==> config.mk <==
export PLATFORM = sky130hd
export DESIGN_NAME = dual_version_frame_deframer_unit
export DESIGN_NICKNAME = d
export VERILOG_FILES = /design/src/hdl/dvfd_pkg.sv /design/src/hdl/dual_version_frame_deframer_unit.sv
export SDC_FILE = /design/constraint.sdc
export NUM_CORES = 1
export LEC_CHECK = 0
export ABC_AREA = 1
export BUFFER_PORTS_ARGS = -buffer_cell sky130_fd_sc_hd__buf_4
export CAP_MARGIN = 30
export CORE_MARGIN = 3
export CORE_UTILIZATION = 55
export CTS_BUF_LIST = sky130_fd_sc_hd__clkbuf_8 sky130_fd_sc_hd__clkbuf_16
export DETAILED_ROUTE_END_ITERATION = 8
export PLACE_DENSITY = 0.76
export RECOVER_POWER = 50
export SYNTH_ARGS = -nofsm -noshare
export SYNTH_HDL_FRONTEND = slang
export SYNTH_SLANG_ARGS = --single-unit
==> constraint.sdc <==
create_clock -name clock -period 9.5 [get_ports clock]
set_input_delay 0.475 -clock clock [delete_from_list [all_inputs] [get_ports clock]]
set_output_delay 0.475 -clock clock [all_outputs]
set_load 0.005 [all_outputs]
==> src/hdl/dvfd_pkg.sv <==
// Shared types, constants and the CRC byte update for the dual-version frame deframer.
package dvfd_pkg;

   localparam int BYTE_W   = 8;
   localparam int WORD_W   = 16;
   localparam int COUNT_W  = 17;
   localparam int KIND_W   = 2;
   localparam int CSR_IDX_W = 1;

   localparam logic [BYTE_W-1:0] SYNC_V1 = 8'h5A;
   localparam logic [BYTE_W-1:0] SYNC_V2 = 8'h5B;
   localparam logic [WORD_W-1:0] CRC_POLY = 16'h1021;

   localparam logic [WORD_W-1:0] CRC_INIT_RESET   = 16'hFFFF;
   localparam logic [WORD_W-1:0] MAX_LENGTH_RESET = 16'd517;

   localparam logic [CSR_IDX_W-1:0] CSR_CRC_INIT   = 1'b0;
   localparam logic [CSR_IDX_W-1:0] CSR_MAX_LENGTH = 1'b1;

   localparam logic [KIND_W-1:0] KIND_PAYLOAD  = 2'd0;
   localparam logic [KIND_W-1:0] KIND_ACCEPTED = 2'd1;
   localparam logic [KIND_W-1:0] KIND_FAILED   = 2'd2;

   // Byte positions of the source, destination and command header bytes and of the first payload byte.
   localparam logic [COUNT_W-1:0] POS_SOURCE  = 17'd4;
   localparam logic [COUNT_W-1:0] POS_DEST    = 17'd5;
   localparam logic [COUNT_W-1:0] POS_COMMAND = 17'd6;
   localparam logic [COUNT_W-1:0] POS_PAYLOAD = 17'd7;

   localparam int RSP_DEPTH = 4;

   typedef enum logic [1:0] {
      PH_HUNT,
      PH_HEADER,
      PH_DATA
   } phase_type;

   typedef struct packed {
      logic [KIND_W-1:0] kind;
      logic [BYTE_W-1:0] payload_byte;
      logic [WORD_W-1:0] byte_offset;
      logic              frame_version;
      logic [BYTE_W-1:0] source_id;
      logic [BYTE_W-1:0] dest_id;
      logic [BYTE_W-1:0] command;
      logic [WORD_W-1:0] payload_length;
      logic              last;
   } rsp_item_type;

   function automatic logic [WORD_W-1:0] crc_byte(input logic [WORD_W-1:0] crc,
                                                  input logic [BYTE_W-1:0] data);
      logic [WORD_W-1:0] x;
      x = crc ^ {data, 8'h00};
      for (int i = 0; i < BYTE_W; i++) begin
         if (x[WORD_W-1]) begin
            x = {x[WORD_W-2:0], 1'b0} ^ CRC_POLY;
         end else begin
            x = {x[WORD_W-2:0], 1'b0};
         end
      end
      return x;
   endfunction

endpackage

==> src/hdl/dual_version_frame_deframer_unit.sv <==
// Top level of the dual-version frame deframer: sync hunt, header parse, checks, result queue.
//
// The block takes one received byte per cycle while the result queue has room, and updates
// the frame state in the same cycle; each byte yields zero, one or two results, which
// enter a four-entry result queue that feeds the output channel. A byte is taken whenever
// at least two queue entries are free, so with the output side always ready the input runs
// at one byte per cycle; the final byte of a frame with payload yields two results, which
// the queue absorbs. Results are registered in the queue before they appear on the output.
module dual_version_frame_deframer_unit
   import dvfd_pkg::*;
(
   input  logic                 clock,
   input  logic                 reset,
   input  logic                 req_tvalid,
   output logic                 req_tready,
   input  logic [7:0]           req_tdata,   // rx_byte
   output logic                 rsp_tvalid,
   input  logic                 rsp_tready,
   // payload_byte, byte_offset, frame_version, source_id, dest_id, command, payload_length,
   // then zero fill
   output logic [71:0]          rsp_tdata,
   output logic [KIND_W-1:0]    rsp_tuser,   // kind
   output logic                 rsp_tlast,   // last
   input  logic                 csr_we,
   input  logic [CSR_IDX_W-1:0] csr_index,
   input  logic [WORD_W-1:0]    csr_wdata
);

   localparam int PTR_W = $clog2(RSP_DEPTH);
   localparam int CNT_W = $clog2(RSP_DEPTH + 1);

   logic [WORD_W-1:0]  crc_init_ff, max_length_ff;

   phase_type          phase_ff, phase_in;
   logic               frame_kind_ff, frame_kind_in;
   logic               first_sync_ff, first_sync_in;
   logic [COUNT_W-1:0] byte_count_ff, byte_count_in;
   logic [BYTE_W-1:0]  sum_ff, sum_in;
   logic [WORD_W-1:0]  crc_ff, crc_in;
   logic [WORD_W-1:0]  check_ff, check_in;
   logic [WORD_W-1:0]  length_ff, length_in;
   logic [BYTE_W-1:0]  source_ff, source_in;
   logic [BYTE_W-1:0]  dest_ff, dest_in;
   logic [BYTE_W-1:0]  command_ff, command_in;

   rsp_item_type       queue_ff [RSP_DEPTH];
   logic [PTR_W-1:0]   wr_ptr_ff, wr_ptr_in;
   logic [PTR_W-1:0]   rd_ptr_ff, rd_ptr_in;
   logic [CNT_W-1:0]   fill_ff, fill_in;

   logic               accept;
   logic               pop;
   logic               push_a, push_b;
   rsp_item_type       res_a, res_b;
   rsp_item_type       head;
   logic [BYTE_W-1:0]  rx;

   assign rx         = req_tdata;
   assign req_tready = (fill_ff <= CNT_W'(RSP_DEPTH - 2));
   assign accept     = req_tvalid && req_tready;
   assign rsp_tvalid = (fill_ff != '0);
   assign pop        = rsp_tvalid && rsp_tready;

   assign head       = queue_ff[rd_ptr_ff];
   assign rsp_tuser  = head.kind;
   assign rsp_tlast  = head.last;
   assign rsp_tdata  = {7'b0, head.payload_length, head.command, head.dest_id, head.source_id,
                        head.frame_version, head.byte_offset, head.payload_byte};

   always_ff @(posedge clock) begin
      if (reset) begin
         crc_init_ff   <= CRC_INIT_RESET;
         max_length_ff <= MAX_LENGTH_RESET;
      end else if (csr_we) begin
         case (csr_index)
            CSR_CRC_INIT:   crc_init_ff   <= csr_wdata;
            CSR_MAX_LENGTH: max_length_ff <= csr_wdata;
            default: ;
         endcase
      end
   end

   always_comb begin
      logic [COUNT_W-1:0] next_count;
      logic [BYTE_W-1:0]  next_sum;
      logic [WORD_W-1:0]  next_crc;
      logic               done;
      logic               ok;
      rsp_item_type       status;
      rsp_item_type       data_item;

      phase_in      = phase_ff;
      frame_kind_in = frame_kind_ff;
      first_sync_in = first_sync_ff;
      byte_count_in = byte_count_ff;
      sum_in        = sum_ff;
      crc_in        = crc_ff;
      check_in      = check_ff;
      length_in     = length_ff;
      source_in     = source_ff;
      dest_in       = dest_ff;
      command_in    = command_ff;
      push_a        = 1'b0;
      push_b        = 1'b0;
      next_count    = byte_count_ff + COUNT_W'(1);
      next_sum      = sum_ff + rx;
      next_crc      = crc_byte(crc_ff, rx);
      done          = 1'b0;
      ok            = 1'b0;
      res_a         = '0;
      res_b         = '0;
      status        = '0;
      data_item     = '0;

      if (accept) begin
         case (phase_ff)
            PH_HUNT: begin
               if (rx == SYNC_V1) begin
                  frame_kind_in = 1'b0;
                  first_sync_in = 1'b0;
                  byte_count_in = COUNT_W'(1);
                  phase_in      = PH_HEADER;
               end else if (rx == SYNC_V2) begin
                  if (first_sync_ff) begin
                     frame_kind_in = 1'b1;
                     first_sync_in = 1'b0;
                     byte_count_in = '0;
                     phase_in      = PH_HEADER;
                  end else begin
                     first_sync_in = 1'b1;
                  end
               end else begin
                  first_sync_in = 1'b0;
                  byte_count_in = '0;
                  phase_in      = PH_HUNT;
               end
            end
            PH_HEADER: begin
               case (byte_count_ff[1:0])
                  2'd0: check_in = {8'h00, rx};
                  2'd1: check_in = frame_kind_ff ? {rx, check_ff[7:0]} : {8'h00, rx};
                  2'd2: length_in = {8'h00, rx};
                  default: length_in = {rx, length_ff[7:0]};
               endcase
               byte_count_in = next_count;
               if (byte_count_ff[1:0] == 2'd3) begin
                  if (length_in <= max_length_ff) begin
                     sum_in   = '0;
                     crc_in   = crc_init_ff;
                     phase_in = PH_DATA;
                  end else begin
                     first_sync_in = 1'b0;
                     byte_count_in = '0;
                     phase_in      = PH_HUNT;
                  end
               end
            end
            PH_DATA: begin
               if (frame_kind_ff) begin
                  crc_in = next_crc;
               end else begin
                  sum_in = next_sum;
               end
               if (byte_count_ff == POS_SOURCE) begin
                  source_in = rx;
               end else if (byte_count_ff == POS_DEST) begin
                  dest_in = rx;
               end else if (byte_count_ff == POS_COMMAND) begin
                  command_in = rx;
               end
               byte_count_in = next_count;
               done = next_count >= ({1'b0, length_ff} + POS_PAYLOAD);
               ok   = frame_kind_ff ? ((~next_crc) == check_ff) : (next_sum == check_ff[7:0]);

               data_item.kind           = KIND_PAYLOAD;
               data_item.payload_byte   = rx;
               data_item.byte_offset    = byte_count_ff[WORD_W-1:0] - POS_PAYLOAD[WORD_W-1:0];
               data_item.frame_version  = frame_kind_ff;
               data_item.source_id      = source_in;
               data_item.dest_id        = dest_in;
               data_item.command        = command_in;
               data_item.payload_length = length_ff;
               data_item.last           = !done;

               status.kind           = ok ? KIND_ACCEPTED : KIND_FAILED;
               status.frame_version  = frame_kind_ff;
               status.source_id      = source_in;
               status.dest_id        = dest_in;
               status.command        = command_in;
               status.payload_length = length_ff;
               status.last           = 1'b1;

               if (byte_count_ff >= POS_PAYLOAD) begin
                  push_a = 1'b1;
                  res_a  = data_item;
                  push_b = done;
                  res_b  = status;
               end else begin
                  push_a = done;
                  res_a  = status;
               end
               if (done) begin
                  first_sync_in = 1'b0;
                  byte_count_in = '0;
                  phase_in      = PH_HUNT;
               end
            end
            default: begin
               first_sync_in = 1'b0;
               byte_count_in = '0;
               phase_in      = PH_HUNT;
            end
         endcase
      end
   end

   always_ff @(posedge clock) begin
      if (reset) begin
         phase_ff      <= PH_HUNT;
         frame_kind_ff <= 1'b0;
         first_sync_ff <= 1'b0;
         byte_count_ff <= '0;
         sum_ff        <= '0;
         crc_ff        <= CRC_INIT_RESET;
         check_ff      <= '0;
         length_ff     <= '0;
         source_ff     <= '0;
         dest_ff       <= '0;
         command_ff    <= '0;
      end else begin
         phase_ff      <= phase_in;
         frame_kind_ff <= frame_kind_in;
         first_sync_ff <= first_sync_in;
         byte_count_ff <= byte_count_in;
         sum_ff        <= sum_in;
         crc_ff        <= crc_in;
         check_ff      <= check_in;
         length_ff     <= length_in;
         source_ff     <= source_in;
         dest_ff       <= dest_in;
         command_ff    <= command_in;
      end
   end

   always_comb begin
      wr_ptr_in = wr_ptr_ff + PTR_W'(push_a) + PTR_W'(push_b);
      rd_ptr_in = rd_ptr_ff + PTR_W'(pop);
      fill_in   = fill_ff + CNT_W'(push_a) + CNT_W'(push_b) - CNT_W'(pop);
   end

   always_ff @(posedge clock) begin
      if (reset) begin
         wr_ptr_ff <= '0;
         rd_ptr_ff <= '0;
         fill_ff   <= '0;
      end else begin
         wr_ptr_ff <= wr_ptr_in;
         rd_ptr_ff <= rd_ptr_in;
         fill_ff   <= fill_in;
      end
   end

   always_ff @(posedge clock) begin
      if (push_a) begin
         queue_ff[wr_ptr_ff] <= res_a;
      end
      if (push_b) begin
         queue_ff[wr_ptr_ff + PTR_W'(1)] <= res_b;
      end
   end

endmodule

==> impl_metrics.prom <==
# TYPE chip_impl_metric gauge
chip_impl_metric{name="tightest_slew",unit="ps"} 3100
chip_impl_metric{name="antenna_violating_nets_post_route",unit=""} 0
chip_impl_metric{name="start_util",unit=""} 0.564
chip_impl_metric{name="final_nets",unit=""} 2664
chip_impl_metric{name="dr_wl_met3",unit="mm"} 4.63
chip_impl_info{name="min_from",value="csr_wdata[0]"} 1
chip_impl_metric{name="first_global_vias",unit=""} 16800
chip_impl_metric{name="synthesis.area",unit="µm²"} 20300
chip_impl_info{name="synth.area.top_cells",value="sky130_fd_sc_hd__edfxtp_1 (26%), sky130_fd_sc_hd__dfxtp_1 (23%), sky130_fd_sc_hd__nand2_1 (9.7%)"} 1
chip_impl_metric{name="worstPathRequired",unit="ps"} 9710
chip_impl_metric{name="stdcell_count",unit=""} 3077
chip_impl_metric{name="cts-buffers-inserted",unit=""} 43
chip_impl_metric{name="final.setup.tns",unit="ps"} 0
chip_impl_metric{name="core-area",unit="µm²"} 36000
chip_impl_metric{name="netlist_instances",unit=""} 2554
chip_impl_metric{name="antenna_found_initial",unit=""} 1
chip_impl_metric{name="wl_met1",unit="mm"} 23.8
chip_impl_metric{name="synth-async-reset-ratio",unit=""} 0
chip_impl_metric{name="htree_levels",unit=""} 2
chip_impl_metric{name="clock_sinks",unit=""} 412
chip_impl_info{name="timing.setup.critical_path_class",value="register to register"} 1
chip_impl_metric{name="slew_viol_final",unit=""} 304
chip_impl_metric{name="count_of_state_elements_after_synthesis",unit=""} 412
chip_impl_metric{name="achievable-frequency",unit="GHz"} 0.142
chip_impl_metric{name="top_level_ports",unit=""} 107
chip_impl_metric{name="synth-edff-count",unit=""} 176
chip_impl_metric{name="globalRouteTotalUtil",unit=""} 0.291
chip_impl_metric{name="routed_wirelength",unit="mm"} 57.8
chip_impl_metric{name="post_cts.resized_instances",unit=""} 0
chip_impl_metric{name="postCtsHoldBufs",unit=""} 0
chip_impl_metric{name="row_count",unit=""} 69
chip_impl_metric{name="flow.area_growth_from_synthesis",unit="%"} 10.4
chip_impl_metric{name="netlist.area_leader.share",unit=""} 0.260
chip_impl_metric{name="drt-pass1-iter-count",unit=""} 7
chip_impl_metric{name="worstPathMaxFanout",unit=""} 44
chip_impl_metric{name="pin_count_of_the_biggest_net_entering_global_routing",unit=""} 89
chip_impl_metric{name="final_number_of_hold_violating_endpoints",unit=""} 0
chip_impl_metric{name="arrival",unit="ps"} 7240
chip_impl_metric{name="filler_cell_count",unit=""} 3168
chip_impl_info{name="grt_setup_unrepaired",value="no"} 1
chip_impl_metric{name="maxCapViolations",unit=""} 6
chip_impl_metric{name="route.detailed.vias_per_inst",unit=""} 5.82
chip_impl_info{name="topRoutingLayerUsed",value="met4"} 1
chip_impl_info{name="ys_dominant_reg_cell",value="sky130_fd_sc_hd__dfxtp_1"} 1
chip_impl_metric{name="instance_count_after_placement_with_tap_cells_included",unit=""} 2998
chip_impl_metric{name="detailedRoute.firstIterationViolations",unit=""} 1726
chip_impl_metric{name="routed_wire_length_per_instance",unit="µm"} 18.8
chip_impl_metric{name="vert_die_dim",unit="µm"} 198
chip_impl_metric{name="worst_ir_drop_vdd",unit="mV"} 0.131
chip_impl_metric{name="die_area",unit="µm²"} 39200
chip_impl_info{name="worst_hold_path.endpoint",value="max_length_ff[0]"} 1
chip_impl_metric{name="clkSlewWorstSetupHoldPaths",unit="ps"} 60
chip_impl_metric{name="dpl.hpwl",unit="mm"} 37.4
chip_impl_metric{name="clk_path_buf_depth",unit=""} 3
chip_impl_metric{name="chipWidth",unit="µm"} 198
chip_impl_metric{name="final.period_utilization",unit=""} 0.740
chip_impl_metric{name="cellLeakagePower",unit="µW"} 0.00991
chip_impl_metric{name="cts_post_setup_buffers_inserted",unit=""} 0
chip_impl_info{name="cts_tree",value="yes"} 1
chip_impl_info{name="synth_largest_area_cell",value="sky130_fd_sc_hd__edfxtp_1"} 1
chip_impl_metric{name="num_antenna_cells",unit=""} 0
chip_impl_info{name="failed_checks",value="max-capacitance violations, max-slew violations"} 1
chip_impl_info{name="outcome",value="finished, violations left"} 1
chip_impl_metric{name="synth-seq-area-share",unit=""} 0.493
chip_impl_metric{name="min_path_cells",unit=""} 3
chip_impl_metric{name="global_route_wire_length_before_repair",unit="mm"} 89.9
chip_impl_metric{name="max_slew_margin",unit=""} -1.07
chip_impl_metric{name="power_per_cell_area",unit="nW/µm²"} 226
chip_impl_metric{name="synth_cell_types",unit=""} 52
chip_impl_metric{name="post-route-drc-count",unit=""} 0
chip_impl_info{name="cts_root_buffer",value="sky130_fd_sc_hd__clkbuf_16"} 1
chip_impl_metric{name="clock_latency",unit="ps"} 580
chip_impl_metric{name="post-route-min-period",unit="ps"} 7030
chip_impl_metric{name="layout_cells_sized_above_1",unit=""} 0.0768
chip_impl_metric{name="final-setup-viol-count",unit=""} 0
chip_impl_info{name="worstReg2RegStart",value="fill_ff[1]"} 1
chip_impl_metric{name="clock-skew-final",unit="ps"} 24.5
chip_impl_info{name="timing.critical_path.to_type",value="register"} 1
chip_impl_info{name="critPathLaunchType",value="register"} 1
chip_impl_metric{name="postSynthAreaPerCell",unit="µm²"} 7.95
chip_impl_metric{name="gpl.final_weighted_congestion",unit=""} 0.983
chip_impl_metric{name="globalRoute.totalOverflow",unit=""} 0
chip_impl_metric{name="regToRegSetupSlack",unit="ps"} 2470
chip_impl_metric{name="port-buffer-count",unit=""} 99
chip_impl_info{name="regToRegEndpoint",value="queue_ff[2][0]"} 1
chip_impl_metric{name="ys.warnings.count",unit=""} 0
chip_impl_info{name="worstHoldPathType",value="input pin to register"} 1
chip_impl_metric{name="reg2regPathDepth",unit=""} 13
chip_impl_metric{name="wl_met2",unit="mm"} 27.3
chip_impl_metric{name="dr_total_vias",unit=""} 17900
chip_impl_metric{name="finalHoldWorstSlack",unit="ps"} 117
[state kept, by name, indices dropped and copies added (netlist names)]
signal and count:
length_ff 16, wr_ptr_ff 2, queue_ff 272, check_ff 16
fill_ff 3, source_ff 8, max_length_ff 16, crc_ff 16
rd_ptr_ff 2, frame_kind_ff 1, byte_count_ff 17, command_ff 8
phase_ff 2, dest_ff 8, crc_init_ff 16, first_sync_ff 1
sum_ff 8
[cell type report]
cell class / instances / area [µm²] / share of cell area
multi-input cells: 1755 / 8610 / 0.384
flip-flops and latches: 412 / 10000 / 0.447
clock inverters: 28 / 154 / 0.00687
repair buffers: 116 / 882 / 0.0394
inverters: 254 / 963 / 0.0430
clock buffers: 51 / 1210 / 0.0539
well taps: 461 / 577 / 0.0257
[layout by cell type, fill, tap and decap left out, types with 18 or more instances in the layout]
cell type,n
sky130_fd_sc_hd__dfxtp_1,235
sky130_fd_sc_hd__nor3_1,18
sky130_fd_sc_hd__edfxtp_1,176
sky130_fd_sc_hd__a21oi_1,169
sky130_fd_sc_hd__o22ai_1,117
sky130_fd_sc_hd__o211ai_1,32
sky130_fd_sc_hd__nor2_1,391
sky130_fd_sc_hd__inv_1,254
sky130_fd_sc_hd__nand2_1,534
sky130_fd_sc_hd__xor2_1,38
sky130_fd_sc_hd__nand3_1,129
sky130_fd_sc_hd__buf_4,44
sky130_fd_sc_hd__clkbuf_16,45
sky130_fd_sc_hd__clkbuf_4,60
sky130_fd_sc_hd__ha_1,48
sky130_fd_sc_hd__o21ai_0,205
[kinds of logic (layout without fill, tap and decap cells)]
| group | after synthesis | in the layout | synth area share |
|---|---|---|---|
| other cells | 1 | 7 | 0.000185 |
| simple gates | 1109 | 1109 | 0.224 |
| fa+ha+maj | 52 | 52 | 0.0335 |
| compound gates | 542 | 542 | 0.148 |
| flops | 412 | 412 | 0.493 |
| xor+xnor | 45 | 45 | 0.0201 |
| buf+inv | 393 | 449 | 0.0806 |
[metal layers]
layer / GRT usage / vias to the layer above
met2: 0.476 / 730
met5: 0 / -
met3: 0.0602 / 133
li1: - / 8538
met1: 0.382 / 8510
met4: 0.112 / 0
[how the worst max path moves through the flow]
stage / startpoint / endpoint / slack [ps] / depth (start not counted)
2_1_floorplan: byte_count_ff[0] / fill_ff[2] / 5330 / 25
3_3_place_gp: byte_count_ff[0] / queue_ff[3][32] / 4490 / 23
3_5_place_dp: byte_count_ff[0] / queue_ff[3][2] / 4240 / 23
4_1_cts: byte_count_ff[0] / queue_ff[3][2] / 4210 / 23
5_1_grt: fill_ff[1] / queue_ff[2][0] / 1880 / 13
6_report: fill_ff[1] / queue_ff[2][0] / 2470 / 13
[report_power, final]
part,leakage (µW),total [µW],switching [µW],internal [µW]
Sequential,0.00391,1990,78.2,1910
Combinational,0.00527,1460,919,540
Clock,0.000724,1630,697,929
Total,0.00991,5070,1690,3380
[Yosys cell counts, types with 2 or more instances]
cell	n
sky130_fd_sc_hd__ha_1	48
sky130_fd_sc_hd__nand2_2	8
sky130_fd_sc_hd__fa_1	4
sky130_fd_sc_hd__xnor2_1	6
sky130_fd_sc_hd__o21ai_0	203
sky130_fd_sc_hd__clkinv_1	3
sky130_fd_sc_hd__edfxtp_1	176
sky130_fd_sc_hd__o21ai_1	6
sky130_fd_sc_hd__a21o_1	3
sky130_fd_sc_hd__buf_6	5
sky130_fd_sc_hd__inv_1	237
sky130_fd_sc_hd__buf_4	21
sky130_fd_sc_hd__nand3b_1	3
sky130_fd_sc_hd__nand3_1	129
sky130_fd_sc_hd__nand3_2	3
sky130_fd_sc_hd__nor3_1	18
sky130_fd_sc_hd__nor2_2	6
sky130_fd_sc_hd__nand4_1	12
sky130_fd_sc_hd__xor2_1	38
sky130_fd_sc_hd__nand2_4	6
sky130_fd_sc_hd__inv_2	10
sky130_fd_sc_hd__nor2_1	388
sky130_fd_sc_hd__inv_4	3
sky130_fd_sc_hd__buf_1	4
sky130_fd_sc_hd__nand2_1	526
sky130_fd_sc_hd__buf_2	24
sky130_fd_sc_hd__o211ai_2	3
sky130_fd_sc_hd__nor2_4	3
sky130_fd_sc_hd__o22ai_1	116
sky130_fd_sc_hd__o211ai_1	32
sky130_fd_sc_hd__a21oi_1	168
sky130_fd_sc_hd__a211oi_1	3
sky130_fd_sc_hd__clkbuf_1	84
sky130_fd_sc_hd__dfxtp_1	236
sky130_fd_sc_hd__or2_2	2
[critical path: stages, from the launching register on]
cell and delay (ps):
sky130_fd_sc_hd__dfxtp_1 310, sky130_fd_sc_hd__inv_1 110, sky130_fd_sc_hd__ha_1 160, sky130_fd_sc_hd__a31o_2 110, sky130_fd_sc_hd__nand2_1 140, sky130_fd_sc_hd__nor2_4 100
sky130_fd_sc_hd__clkbuf_1 1740, sky130_fd_sc_hd__nand2_1 900, sky130_fd_sc_hd__clkinvlp_2 840, sky130_fd_sc_hd__nand2_8 90, sky130_fd_sc_hd__clkinvlp_2 260, sky130_fd_sc_hd__nand2_1 170
sky130_fd_sc_hd__nand2_1 990, sky130_fd_sc_hd__buf_4 690
[stage by stage]
step                cell area, µm²  utilization  power (µW)  setup slack, ps
floorplan                    20300            -        2900             5330
global placement             21100        0.585        3450             4490
detailed placement           21100        0.587        3490             4240
CTS                          22500        0.625        5100             4210
global route                 22400        0.623        5330             1880
finish                       22400        0.623        5070             2470
Power figures use the tool's default switching activity.
